==> src/rtl/pls_pkg.sv <==
// ============================================================================
// pls_pkg: shared types for the path line subdivider
// Holds the job descriptor that passes from the front end to the back end.
// ============================================================================
package pls_pkg;

    localparam logic [7:0] TYPE_MARKER = 8'h20;
    localparam logic [7:0] TYPE_CLOSE  = 8'h80;
    localparam logic [7:0] TYPE_START  = 8'h00;

    localparam int unsigned CW = 20;

    typedef struct packed {
        logic signed [CW-1:0] prev_x;
        logic signed [CW-1:0] prev_y;
        logic signed [CW-1:0] cur_x;
        logic signed [CW-1:0] cur_y;
        logic signed [CW-1:0] start_x;
        logic signed [CW-1:0] start_y;
        logic                 new_fig;
        logic                 marker;
        logic                 closing;
    } t_job;

endpackage

==> src/rtl/pls_front.sv <==
// ============================================================================
// pls_front: point intake and classification
// Tracks the previous point and the figure start, and turns each point that
// follows a previous one into a segment job for the back end.
// ============================================================================
module pls_front (
    input  logic              i_clk,
    input  logic              i_rst_n,
    input  logic              i_valid,
    output logic              o_stall,
    input  logic signed [19:0] i_x,
    input  logic signed [19:0] i_y,
    input  logic [7:0]        i_point_type,
    output logic              o_job_valid,
    input  logic              i_job_stall,
    output pls_pkg::t_job     o_job
);

    logic signed [19:0] r_prev_x, r_prev_y, r_start_x, r_start_y;
    logic               r_have_prev, r_prev_was_start;
    logic               r_job_valid;
    pls_pkg::t_job      r_job;
    logic               w_acc;
    logic               w_close;

    assign o_stall     = r_job_valid && i_job_stall;
    assign w_acc       = i_valid && !o_stall;
    assign w_close     = (i_point_type & pls_pkg::TYPE_CLOSE) != 8'h00;
    assign o_job_valid = r_job_valid;
    assign o_job       = r_job;

    always_ff @(posedge i_clk) begin
        if (!i_rst_n) begin
            r_prev_x         <= '0;
            r_prev_y         <= '0;
            r_start_x        <= '0;
            r_start_y        <= '0;
            r_have_prev      <= 1'b0;
            r_prev_was_start <= 1'b0;
            r_job_valid      <= 1'b0;
        end else begin
            if (r_job_valid && !i_job_stall) begin
                r_job_valid <= 1'b0;
            end
            if (w_acc) begin
                if (r_have_prev) begin
                    r_job_valid    <= 1'b1;
                    r_job.prev_x   <= r_prev_x;
                    r_job.prev_y   <= r_prev_y;
                    r_job.cur_x    <= i_x;
                    r_job.cur_y    <= i_y;
                    r_job.start_x  <= r_start_x;
                    r_job.start_y  <= r_start_y;
                    r_job.new_fig  <= r_prev_was_start;
                    r_job.marker   <= (i_point_type & pls_pkg::TYPE_MARKER) != 8'h00;
                    r_job.closing  <= w_close;
                end
                if (r_have_prev && w_close) begin
                    r_have_prev      <= 1'b0;
                    r_prev_was_start <= 1'b0;
                end else begin
                    r_have_prev      <= 1'b1;
                    r_prev_x         <= i_x;
                    r_prev_y         <= i_y;
                    r_prev_was_start <= (i_point_type == pls_pkg::TYPE_START);
                    if (i_point_type == pls_pkg::TYPE_START) begin
                        r_start_x <= i_x;
                        r_start_y <= i_y;
                    end
                end
            end
        end
    end

endmodule

==> src/rtl/pls_back.sv <==
// ============================================================================
// pls_back: segment subdivision engine
// Computes length by a bit-serial square root, the piece count by a serial
// divider, and the piece ends by serial rounded division of d * k by N.
// ============================================================================
module pls_back #(
    parameter int MAX_SUBDIV = 31
) (
    input  logic               i_clk,
    input  logic               i_rst_n,
    input  logic               i_job_valid,
    output logic               o_job_stall,
    input  pls_pkg::t_job      i_job,
    input  logic [15:0]        i_seg_interval,
    input  logic [15:0]        i_close_interval,
    output logic               o_valid,
    input  logic               i_stall,
    output logic signed [19:0] o_from_x,
    output logic signed [19:0] o_from_y,
    output logic signed [19:0] o_to_x,
    output logic signed [19:0] o_to_y,
    output logic               o_new_figure,
    output logic               o_marker,
    output logic               o_close_figure,
    output logic               o_last
);

    typedef enum logic [7:0] {
        S_IDLE = 8'b00000001,
        S_SQRT = 8'b00000010,
        S_DIV  = 8'b00000100,
        S_MUL  = 8'b00001000,
        S_LDIV = 8'b00010000,
        S_EMIT = 8'b00100000,
        S_WAIT = 8'b01000000,
        S_RND  = 8'b10000000
    } t_state;

    t_state             r_state;
    pls_pkg::t_job      r_job;
    logic               r_phase;
    logic signed [19:0] r_ax, r_ay, r_bx, r_by, r_fx, r_fy, r_tx, r_ty;
    logic [61:0]        r_sq;
    logic [31:0]        r_root;
    logic [62:0]        r_rem;
    logic [4:0]         r_cnt;
    logic [31:0]        r_quo;
    logic [16:0]        r_drem;
    logic [4:0]         r_n, r_k;
    logic [25:0]        r_mag_x, r_mag_y;
    logic [25:0]        r_qx, r_qy;
    logic [5:0]         r_lrx, r_lry;
    logic               r_axis;
    logic               r_neg_x, r_neg_y;
    logic               r_out_valid;
    logic signed [19:0] r_o_fx, r_o_fy, r_o_tx, r_o_ty;
    logic               r_o_nf, r_o_mk, r_o_cf, r_o_last;
    logic               r_held, r_h_nf;
    logic signed [19:0] r_h_fx, r_h_fy;

    logic signed [20:0] w_dx, w_dy;
    logic [20:0]        w_adx, w_ady;
    logic [15:0]        w_int;
    logic [64:0]        w_trial;
    logic [17:0]        w_dshift;
    logic [25:0]        w_num_x, w_num_y;
    logic [5:0]         w_lshift_x, w_lshift_y;
    logic               w_last_piece, w_final_emit;
    logic               w_out_free;
    logic signed [20:0] w_rx, w_ry;

    assign w_dx  = 21'(r_bx) - 21'(r_ax);
    assign w_dy  = 21'(r_by) - 21'(r_ay);
    assign w_adx = w_dx[20] ? 21'(-w_dx) : 21'(w_dx);
    assign w_ady = w_dy[20] ? 21'(-w_dy) : 21'(w_dy);
    assign w_int = (r_phase ? i_close_interval : i_seg_interval) == 16'd0 ? 16'd1
                 : (r_phase ? i_close_interval : i_seg_interval);

    assign w_trial  = {r_rem, r_sq[61:60]} - 65'({r_root, 2'b01});
    assign w_dshift = {r_drem, r_quo[31]};
    assign w_num_x  = r_mag_x + 26'(r_n >> 1);
    assign w_num_y  = r_mag_y + 26'(r_n >> 1);
    assign w_lshift_x = {r_lrx[4:0], r_qx[25]};
    assign w_lshift_y = {r_lry[4:0], r_qy[25]};
    assign w_rx = r_neg_x ? 21'(r_ax) - 21'(r_qx) : 21'(r_ax) + 21'(r_qx);
    assign w_ry = r_neg_y ? 21'(r_ay) - 21'(r_qy) : 21'(r_ay) + 21'(r_qy);

    assign w_last_piece = r_phase ? (r_k == r_n - 5'd1) : (r_k == r_n);
    assign w_final_emit = w_last_piece &&
                          (r_phase || !r_job.closing);
    assign w_out_free   = !r_out_valid || !i_stall;

    assign o_job_stall    = (r_state != S_IDLE);
    assign o_valid        = r_out_valid;
    assign o_from_x       = r_o_fx;
    assign o_from_y       = r_o_fy;
    assign o_to_x         = r_o_tx;
    assign o_to_y         = r_o_ty;
    assign o_new_figure   = r_o_nf;
    assign o_marker       = r_o_mk;
    assign o_close_figure = r_o_cf;
    assign o_last         = r_o_last;

    always_ff @(posedge i_clk) begin
        if (!i_rst_n) begin
            r_state     <= S_IDLE;
            r_out_valid <= 1'b0;
            r_held      <= 1'b0;
        end else begin
            if (r_out_valid && !i_stall) begin
                r_out_valid <= 1'b0;
            end
            unique case (r_state)
                S_IDLE: begin
                    if (i_job_valid) begin
                        r_job   <= i_job;
                        r_ax    <= i_job.prev_x;
                        r_ay    <= i_job.prev_y;
                        r_bx    <= i_job.cur_x;
                        r_by    <= i_job.cur_y;
                        r_phase <= 1'b0;
                        r_state <= S_WAIT;
                    end
                end
                S_WAIT: begin
                    r_sq    <= 62'(w_adx * w_adx) + 62'(w_ady * w_ady);
                    r_root  <= '0;
                    r_rem   <= '0;
                    r_cnt   <= '0;
                    r_fx    <= r_ax;
                    r_fy    <= r_ay;
                    r_neg_x <= w_dx[20];
                    r_neg_y <= w_dy[20];
                    r_state <= S_SQRT;
                end
                S_SQRT: begin
                    r_sq <= {r_sq[59:0], 2'b00};
                    if (!w_trial[64]) begin
                        r_rem  <= w_trial[62:0];
                        r_root <= {r_root[30:0], 1'b1};
                    end else begin
                        r_rem  <= {r_rem[60:0], r_sq[61:60]};
                        r_root <= {r_root[30:0], 1'b0};
                    end
                    r_cnt <= r_cnt + 5'd1;
                    if (r_cnt == 5'd30) begin
                        r_cnt   <= '0;
                        r_state <= S_RND;
                        r_drem  <= '0;
                    end
                end
                S_RND: begin
                    r_quo   <= r_root + 32'(r_rem > 63'(r_root));
                    r_state <= S_DIV;
                end
                S_DIV: begin
                    r_quo <= {r_quo[30:0], 1'b0};
                    if (w_dshift >= 18'(w_int)) begin
                        r_drem <= 17'(w_dshift - 18'(w_int));
                        r_quo  <= {r_quo[30:0], 1'b1};
                    end else begin
                        r_drem <= w_dshift[16:0];
                    end
                    r_cnt <= r_cnt + 5'd1;
                    if (r_cnt == 5'd31) begin
                        r_state <= S_MUL;
                        r_k     <= 5'd1;
                    end
                end
                S_MUL: begin
                    r_mag_x <= 26'(w_adx) * 26'(r_k);
                    r_mag_y <= 26'(w_ady) * 26'(r_k);
                    r_axis  <= 1'b0;
                    r_state <= S_LDIV;
                    r_cnt   <= '0;
                    r_lrx   <= '0;
                    r_lry   <= '0;
                    if (r_k == 5'd1) begin
                        r_n <= (r_quo == 32'd0) ? 5'd1
                             : (r_quo > 32'(MAX_SUBDIV)) ? 5'(MAX_SUBDIV) : r_quo[4:0];
                    end
                end
                S_LDIV: begin
                    if (!r_axis) begin
                        r_qx    <= w_num_x;
                        r_qy    <= w_num_y;
                        r_axis  <= 1'b1;
                    end else begin
                        r_qx <= {r_qx[24:0], 1'b0};
                        r_qy <= {r_qy[24:0], 1'b0};
                        if (w_lshift_x >= 6'(r_n)) begin
                            r_lrx <= w_lshift_x - 6'(r_n);
                            r_qx  <= {r_qx[24:0], 1'b1};
                        end else begin
                            r_lrx <= w_lshift_x;
                        end
                        if (w_lshift_y >= 6'(r_n)) begin
                            r_lry <= w_lshift_y - 6'(r_n);
                            r_qy  <= {r_qy[24:0], 1'b1};
                        end else begin
                            r_lry <= w_lshift_y;
                        end
                        r_cnt <= r_cnt + 5'd1;
                        if (r_cnt == 5'd25) begin
                            r_state <= S_EMIT;
                        end
                    end
                end
                S_EMIT: begin
                    if (!r_phase && w_last_piece && r_job.closing) begin
                        r_held  <= 1'b1;
                        r_h_fx  <= r_fx;
                        r_h_fy  <= r_fy;
                        r_h_nf  <= r_k == 5'd1 && r_job.new_fig;
                        r_phase <= 1'b1;
                        r_ax    <= r_job.cur_x;
                        r_ay    <= r_job.cur_y;
                        r_bx    <= r_job.start_x;
                        r_by    <= r_job.start_y;
                        r_state <= S_WAIT;
                    end else if (r_held) begin
                        if (w_out_free) begin
                            r_out_valid <= 1'b1;
                            r_o_fx   <= r_h_fx;
                            r_o_fy   <= r_h_fy;
                            r_o_tx   <= r_job.cur_x;
                            r_o_ty   <= r_job.cur_y;
                            r_o_nf   <= r_h_nf;
                            r_o_mk   <= r_job.marker;
                            r_o_cf   <= r_n == 5'd1;
                            r_o_last <= r_n == 5'd1;
                            r_held   <= 1'b0;
                            if (r_n == 5'd1) begin
                                r_state <= S_IDLE;
                            end
                        end
                    end else if (w_out_free) begin
                        r_out_valid <= 1'b1;
                        r_o_fx   <= r_fx;
                        r_o_fy   <= r_fy;
                        r_o_tx   <= 20'(w_rx);
                        r_o_ty   <= 20'(w_ry);
                        r_o_nf   <= !r_phase && r_k == 5'd1 && r_job.new_fig;
                        r_o_mk   <= !r_phase && r_k == r_n && r_job.marker;
                        r_o_cf   <= w_final_emit && r_job.closing;
                        r_o_last <= w_final_emit;
                        r_fx     <= 20'(w_rx);
                        r_fy     <= 20'(w_ry);
                        r_k      <= r_k + 5'd1;
                        r_state  <= S_MUL;
                        if (w_final_emit) begin
                            r_state <= S_IDLE;
                        end
                    end
                end
                default: r_state <= S_IDLE;
            endcase
        end
    end

endmodule

==> src/rtl/path_line_subdivider_top.sv <==
// ============================================================================
// path_line_subdivider_top: polyline segment subdivider
// Cuts each polyline segment into equal rounded pieces, with figure closing.
// ============================================================================
//  Channel   Direction  Handshake          Payload
//  input     in         i_valid/o_stall    i_x, i_y, i_point_type
//  output    out        o_valid/i_stall    from/to points and four flags
//  config    in         i_cfg_we           i_cfg_index, i_cfg_data
// A segment runs a serial square root, a rounding step and a serial division,
// then a serial rounded divide for each piece. The closing run repeats this.
// Reset is synchronous and clears the state machines and valid flags. The front
// end holds one job, so a new point is taken while the engine still works.
module path_line_subdivider_top #(
    parameter int MAX_SUBDIV = 31
) (
    input  logic               i_clk,
    input  logic               i_rst_n,
    input  logic               i_valid,
    output logic               o_stall,
    input  logic signed [19:0] i_x,
    input  logic signed [19:0] i_y,
    input  logic [7:0]         i_point_type,
    output logic               o_valid,
    input  logic               i_stall,
    output logic signed [19:0] o_from_x,
    output logic signed [19:0] o_from_y,
    output logic signed [19:0] o_to_x,
    output logic signed [19:0] o_to_y,
    output logic               o_new_figure,
    output logic               o_marker,
    output logic               o_close_figure,
    output logic               o_last,
    input  logic               i_cfg_we,
    input  logic               i_cfg_index,
    input  logic [15:0]        i_cfg_data
);

    logic [15:0]   r_seg_interval, r_close_interval;
    logic          w_job_valid, w_job_stall;
    pls_pkg::t_job w_job;

    always_ff @(posedge i_clk) begin
        if (!i_rst_n) begin
            r_seg_interval   <= 16'd128;
            r_close_interval <= 16'd256;
        end else if (i_cfg_we) begin
            if (i_cfg_index) begin
                r_close_interval <= i_cfg_data;
            end else begin
                r_seg_interval <= i_cfg_data;
            end
        end
    end

    pls_front u_front (
        .i_clk, .i_rst_n, .i_valid, .o_stall, .i_x, .i_y, .i_point_type,
        .o_job_valid (w_job_valid),
        .i_job_stall (w_job_stall),
        .o_job       (w_job)
    );

    pls_back #(.MAX_SUBDIV(MAX_SUBDIV)) u_back (
        .i_clk, .i_rst_n,
        .i_job_valid      (w_job_valid),
        .o_job_stall      (w_job_stall),
        .i_job            (w_job),
        .i_seg_interval   (r_seg_interval),
        .i_close_interval (r_close_interval),
        .o_valid, .i_stall, .o_from_x, .o_from_y, .o_to_x, .o_to_y,
        .o_new_figure, .o_marker, .o_close_figure, .o_last
    );

    a_close_last: assert property (@(posedge i_clk) disable iff (!i_rst_n)
        o_valid && o_close_figure |-> o_last)
        else $error("close_figure without last");
    a_hold: assert property (@(posedge i_clk) disable iff (!i_rst_n)
        o_valid && i_stall |=> o_valid && $stable(o_to_x))
        else $error("stalled result changed");
    a_nf_first: assert property (@(posedge i_clk) disable iff (!i_rst_n)
        o_valid && o_new_figure |-> !o_close_figure || o_last)
        else $error("flag mix");

endmodule
==> config.mk <==
export PLATFORM = sky130hd
export DESIGN_NAME = path_line_subdivider_top
export DESIGN_NICKNAME = d
export VERILOG_FILES = /design/src/rtl/pls_pkg.sv /design/src/rtl/pls_front.sv /design/src/rtl/pls_back.sv /design/src/rtl/path_line_subdivider_top.sv
export SDC_FILE = /design/constraint.sdc
export NUM_CORES = 2
export LEC_CHECK = 0
export CAP_MARGIN = 10
export CORE_ASPECT_RATIO = 1.75
export CORE_MARGIN = 1
export CORE_UTILIZATION = 48
export DETAILED_ROUTE_END_ITERATION = 10
export DONT_BUFFER_PORTS = 1
export PLACE_DENSITY = 0.69
export SLEW_MARGIN = 20
export SYNTH_ARGS = -nofsm -noshare
export SYNTH_HDL_FRONTEND = slang
export SYNTH_SLANG_ARGS = --single-unit
==> constraint.sdc <==
create_clock -name i_clk -period 25.9 [get_ports i_clk]
set_clock_uncertainty 0.15 [all_clocks]
set_input_delay 1.295 -clock i_clk [delete_from_list [all_inputs] [get_ports i_clk]]
set_output_delay 1.295 -clock i_clk [all_outputs]
set_load 0.05 [all_outputs]
### Word-level counts from Yosys, hierarchy flattened

Index checks and enable logic that the tools add are counted.

* bits in registers: 915
* input bits: 70
* output and inout port bits: 86
* word-level logic and storage cells: 284

* $add $sub $neg: 19
* $mul: 4
* $lt $le $gt $ge: 5
* eq/ne operators: 27
* mux-type cells: 105
* bitwise operators: 3
* reductions and logical operators: 57

Operator list (number)
* 2-to-1 mux 20 bit: 26
* one-hot mux 20 bit (2 select lines): 6
* one-hot mux 32 bit (2 select lines): 2
* one-hot mux 63 bit (2 select lines): 1
* one-hot mux 62 bit (2 select lines): 1
* multiplier 21 x 21 -> 42 bit: 2
* 2-to-1 mux 8 bit: 10
* subtractor 65 x 34 -> 65 bit: 1
* one-hot mux 8 bit (8 select lines): 1
* > comparator 63 x 32 -> 1 bit: 1
* 2-to-1 mux 63 bit: 1
* 2-to-1 mux 5 bit: 11
* adder 26 x 4 -> 26 bit: 2
* multiplier 21 x 5 -> 26 bit: 2
* 2-to-1 mux 26 bit: 2
* adder 42 x 42 -> 43 bit: 1
* 2-to-1 mux 21 bit: 2
* negation 21 bit: 2
* subtractor 20 x 20 -> 21 bit: 2
* adder 20 bit: 2
* subtractor 20 bit: 2
* 2-to-1 mux 17 bit: 2
* one-hot mux 17 bit (2 select lines): 1
* adder 32 x 1 -> 32 bit: 1
* 45 further kinds: 136

### Logic depth before layout (Yosys ltp)

* depth after elaboration: 9
* mapped depth: 47
* mapped depth without buffers: 45

### Cells and area by module

From an unflattened synthesis, not the netlist that was laid out.

* cells, all modules: 7376
* area total of the unflattened synthesis: 75159.6 µm²

Modules (own cells, without submodules)
* pls_back: times used 1, cells an instance 6755, area each 66874.1 µm², seq. area each 20229.4 µm²
* pls_front: times used 1, cells an instance 496, area each 7043.0 µm², seq. area each 5355.1 µm²
* path_line_subdivider_top: times used 1, cells an instance 125, area each 1242.4 µm², seq. area each 640.6 µm²

### Worst setup path after synthesis

No wires, ideal clock.

* path type: flip-flop to flip-flop
* from: register u_back.r_bx[0]
* to: register u_back.r_sq[41], data pin
* library setup time: 0.268 ns
* arrival: 10.490 ns
* required time: 25.482 ns
* slack: 14.992 ns
* stages on the path, launching flop included: 46
* clock period less this slack: 10.908 ns
* cell sequence: edfxtp_1 -> inv_1 -> ha_1 -> inv_1 -> fa_1 -> a21o_1 -> a211o_1 -> a21oi_1 -> o31ai_2 -> a41o_1 -> o41a_1 -> and3_1 -> or2_1 -> inv_2 -> buf_4 -> nand2_1 -> xor2_1 -> clkbuf_1 -> [10 not listed] -> fa_1 -> fa_1 -> inv_1 -> fa_1 -> inv_1 -> ha_1 -> clkbuf_1 -> a21o_1 -> a21oi_1 -> o21ai_0 -> a221oi_1 -> o211ai_1 -> a31oi_1 -> o21ai_0 -> a221oi_1 -> o21ai_0 -> xnor2_1 -> o21ai_0

* longest elaborated chain between the ends: 6

Ends and longest elaborated chain
* start: declaration: RTL line pls_back.sv:42 `logic signed [19:0] r_ax, r_ay, r_bx, r_by, r_fx, r_fy, r_tx, r_ty;`
* start signal: assignment: RTL line pls_back.sv:119 `r_bx <= i_job.cur_x;`
* start signal: assignment: RTL line pls_back.sv:218 `r_bx <= r_job.start_x;`
* subtractor 20 x 20 -> 21 bit *: RTL line pls_back.sv:72 `assign w_dx = 21'(r_bx) - 21'(r_ax);`
* via u_back.w_dx[20]: RTL line pls_back.sv:61 `logic signed [20:0] w_dx, w_dy;`
* negation 21 bit: RTL line pls_back.sv:74 `assign w_adx = w_dx[20] ? 21'(-w_dx) : 21'(w_dx);`
* 2-to-1 mux 21 bit *: RTL line pls_back.sv:74
* multiplier 21 x 21 -> 42 bit *: RTL line pls_back.sv:126 `r_sq <= 62'(w_adx * w_adx) + 62'(w_ady * w_ady);`
* adder 42 x 42 -> 43 bit *: RTL line pls_back.sv:126
* one-hot mux 62 bit (2 select lines) *: RTL line pls_back.sv:113 `unique case (r_state)`
* end signal: assignment: RTL line pls_back.sv:126
* end signal: assignment: RTL line pls_back.sv:137 `r_sq <= {r_sq[59:0], 2'b00};`
* end: declaration: RTL line pls_back.sv:43 `logic [61:0] r_sq;`

Mark *: on every way through the listed nets, which the timed path passes. The rest lies on a longest branch.
A chain may end at the register's enable or synchronous reset.

### Worst setup path after layout

* from: register u_back.r_ax[0]
* to: register u_back.r_sq[41], data pin

* longest elaborated chain between the ends: 6

Ends and longest elaborated chain
* start: declaration: RTL line pls_back.sv:42
* start signal: assignment: RTL line pls_back.sv:117 `r_ax <= i_job.prev_x;`
* start signal: assignment: RTL line pls_back.sv:216 `r_ax <= r_job.cur_x;`
* subtractor 20 x 20 -> 21 bit *: RTL line pls_back.sv:72
* negation 21 bit: RTL line pls_back.sv:74
* 2-to-1 mux 21 bit *: RTL line pls_back.sv:74
* multiplier 21 x 21 -> 42 bit *: RTL line pls_back.sv:126
* adder 42 x 42 -> 43 bit *: RTL line pls_back.sv:126
* one-hot mux 62 bit (2 select lines) *: RTL line pls_back.sv:113

Mark *: on every way between the ends. The rest lies on a longest branch, timed or not.

==> metrics.txt <==
status completed; routed len/inst 21.32 µm; Tightest Pin Transition roughly 1.2 ns; CTS Sinks just over 900; die height 522.9 µm; CTS resizes 0; Port-buffer cells 0; dpl cell area 76,790 µm²; synth warn 0; DRT Wirelength 200,400 µm; Reg clk slew, reported paths 0.07 ns; Max Root-Sink Buffers 3; register area share after synthesis 0.3524; critical path class reg -> reg; CTS tree yes; CP endpoint kind flip-flop; Die W between 200 and 300 µm; FMAX 74.74 MHz; worst skew pair latency 0.73 ns; R2R Setup Slk 12.52 ns; Max Slew Vio Count 0; H-tree depth 3; Initial Util 0.4845; Max stage delay on crit path 0.71 ns; Yosys top cell area share 0.3188; Hold EP u_front.o_job[35]; most common cell in the netlist nand2_1; full die area 156,700 µm²; Netlist Area Pre-Place ~74,000 µm²; Final setup viols 0; Row Count 190; Final Hold Viols 0; Register-to-Register Path Depth 41; initial antenna violation count 4; Critical Path RT 26.18 ns; largest area contributor in the netlist edfxtp_1; slowest library cell on the worst path xnor2_2; Synth Area per Inst roughly 10 µm²; Setup TNS 0 ns; Hold Crit Start u_front.r_start_x[12]; FF-to-FF Start u_back.r_ax[0]; Most common cell on crit path fa_1; Final HPWL DP around 160,000 µm; number of DRC markers in iteration 0 3,189; RSZ-0062 raised after global routing no; Via Count 52,050; Area Overhead vs Synth 7.092%; Hold-fix buffers, CTS 0; drt drc 0; Final Critical Period 13.38 ns; Final GP Congestion 1.011; antenna-violating nets left 0; largest cells by area after synthesis edfxtp_1, fa_1, ha_1; Reg-to-Reg End u_back.r_sq[41]; ys async rst share 0; Max-slew headroom 0.2269; crit-path max FO 17; maxcap violations 0; number of global-route vias before repair 55,410; final cell count without fillers 9,402; first drt pass iteration count 6; Core Footprint around 150,000 µm²; period utilization 0.5166; Synth Flop Type edfxtp_1; Vias/cell about 5.5; GRT Total Usage 0.2606; Worst Path Arrival 13.66 ns; ratio of cells with drive above 1 in the final layout 0.05256; Post-CTS Setup Bufs 0; count of cell types in the netlist 100; post-synthesis cell count 7,374; CTS root buffer clkbuf_16; total CTS buffers slightly above 80; IO Pins 156; Congestion Overflow GR 0; worst min-delay path class reg -> reg; Inst Count DP approximately 9,200; Commonest cells post-synth nand2_1, inv_1, fa_1; crit path launch type flip-flop; final instance area 79,690 µm²; #FFs+latches synth 915; largest net degree at the start of global routing 158; global-route wire length before repair 310,000 µm; Final Net Count 8,699; number of synthesized flops with an enable pin 790; worst hold path stage count 0
## critical path, delay by kind of cell, from the launching register on
| family | cells | cell delay [ns] |
|---|---|---|
| compound gates | 16 | 4.22 |
| buf+inv | 7 | 1.12 |
| simple gates | 5 | 1.24 |
| xor+xnor | 2 | 0.86 |
| fa+ha+maj | 11 | 5.07 |
| flops | 1 | 0.40 |
## sequential cells by signal (all words and copies together) (netlist names), 26 cells and up
name	cells
u_back.r_root	32
u_back.r_job	83
u_back.r_mag_x	26
u_front.o_job	123
u_back.r_qx	26
u_back.r_sq	62
u_back.r_rem	63
u_back.r_mag_y	26
u_back.r_quo	32
u_back.r_qy	26
## cells in the final DEF (no fill, tap or decap), types with 16 or more instances in the layout
cell type,instances
a211oi_1,16
a21o_1,95
a21oi_1,356
a31oi_1,30
and2_1,62
and3_1,33
buf_4,83
clkbuf_16,83
clkinv_2,21
conb_1,33
dfxtp_1,124
edfxtp_1,790
fa_1,831
ha_1,486
inv_1,1067
mux2_2,50
mux2i_1,37
nand2_1,1204
nand2b_1,46
nand3_1,83
nand4_1,37
nor2_1,636
nor2b_1,47
nor3_1,80
nor4_1,30
o21a_1,30
o21ai_0,261
o21bai_1,18
o31ai_1,22
or2_2,19
or3_1,24
or4_1,16
xnor2_1,227
xnor2_2,19
xor2_1,127
## stage by stage
stage               utilization  worst slack [ns]  hold WS [ns]
floorplan                     -             14.99        0.2503
global placement         0.5000             12.71        0.2506
detailed placement       0.5000             12.45        0.2545
CTS                      0.5187             12.42        0.2504
global route             0.5189             11.85        0.2638
finish                   0.5189             12.52        0.2512
## worst max path at each step
stage	startpoint	end	depth (start not counted)
2_1_floorplan	u_back.r_bx[0]	u_back.r_sq[41]	45
3_3_place_gp	u_back.r_bx[0]	u_back.r_sq[42]	41
3_5_place_dp	u_back.r_bx[0]	u_back.r_sq[42]	41
4_1_cts	u_back.r_ax[0]	u_back.r_sq[42]	40
5_1_grt	u_back.r_bx[0]	u_back.r_sq[41]	42
6_report	u_back.r_ax[0]	u_back.r_sq[41]	41
## per-layer routing
metal / wire [µm] / part of all wire / vias up / global-route usage
met5: 0 / 0 / - / 0
met1: 65690 / 0.33 / 25800 / 0.2608
met2: 105800 / 0.53 / 1770 / 0.4796
li1: - / - / 23770 / -
met4: 18400 / 0.092 / 0 / 0.2064
met3: 10520 / 0.052 / 710 / 0.03775
## cell families after synthesis
logic type | after synthesis | share of synthesized area
DFF | 915 | 0.3524
muxes | 87 | 0.01254
xor gates and xnor gates | 380 | 0.04688
and+or+nand+nor | 2373 | 0.1363
buffers and inverters | 1351 | 0.06939
other | 2 | 0.0001009
AOI/OAI and AO/OA | 949 | 0.07704
adders and majority gates | 1317 | 0.3053
## cell type report
class                      instances  area, µm²
tap                             2016       2522
fill                           13620      73880
sequential                       915      26230
clock buffer                     103       2202
antenna                            4      10.01
multi-input combinational       5139      43320
clock inverter                    52      668.1
timing repair buffer              84      643.1
inverter                        1089       4093
Power is left out: the tool's default activity adds up to more than one toggle a clock period on the data nets, which glitch-free logic cannot reach.
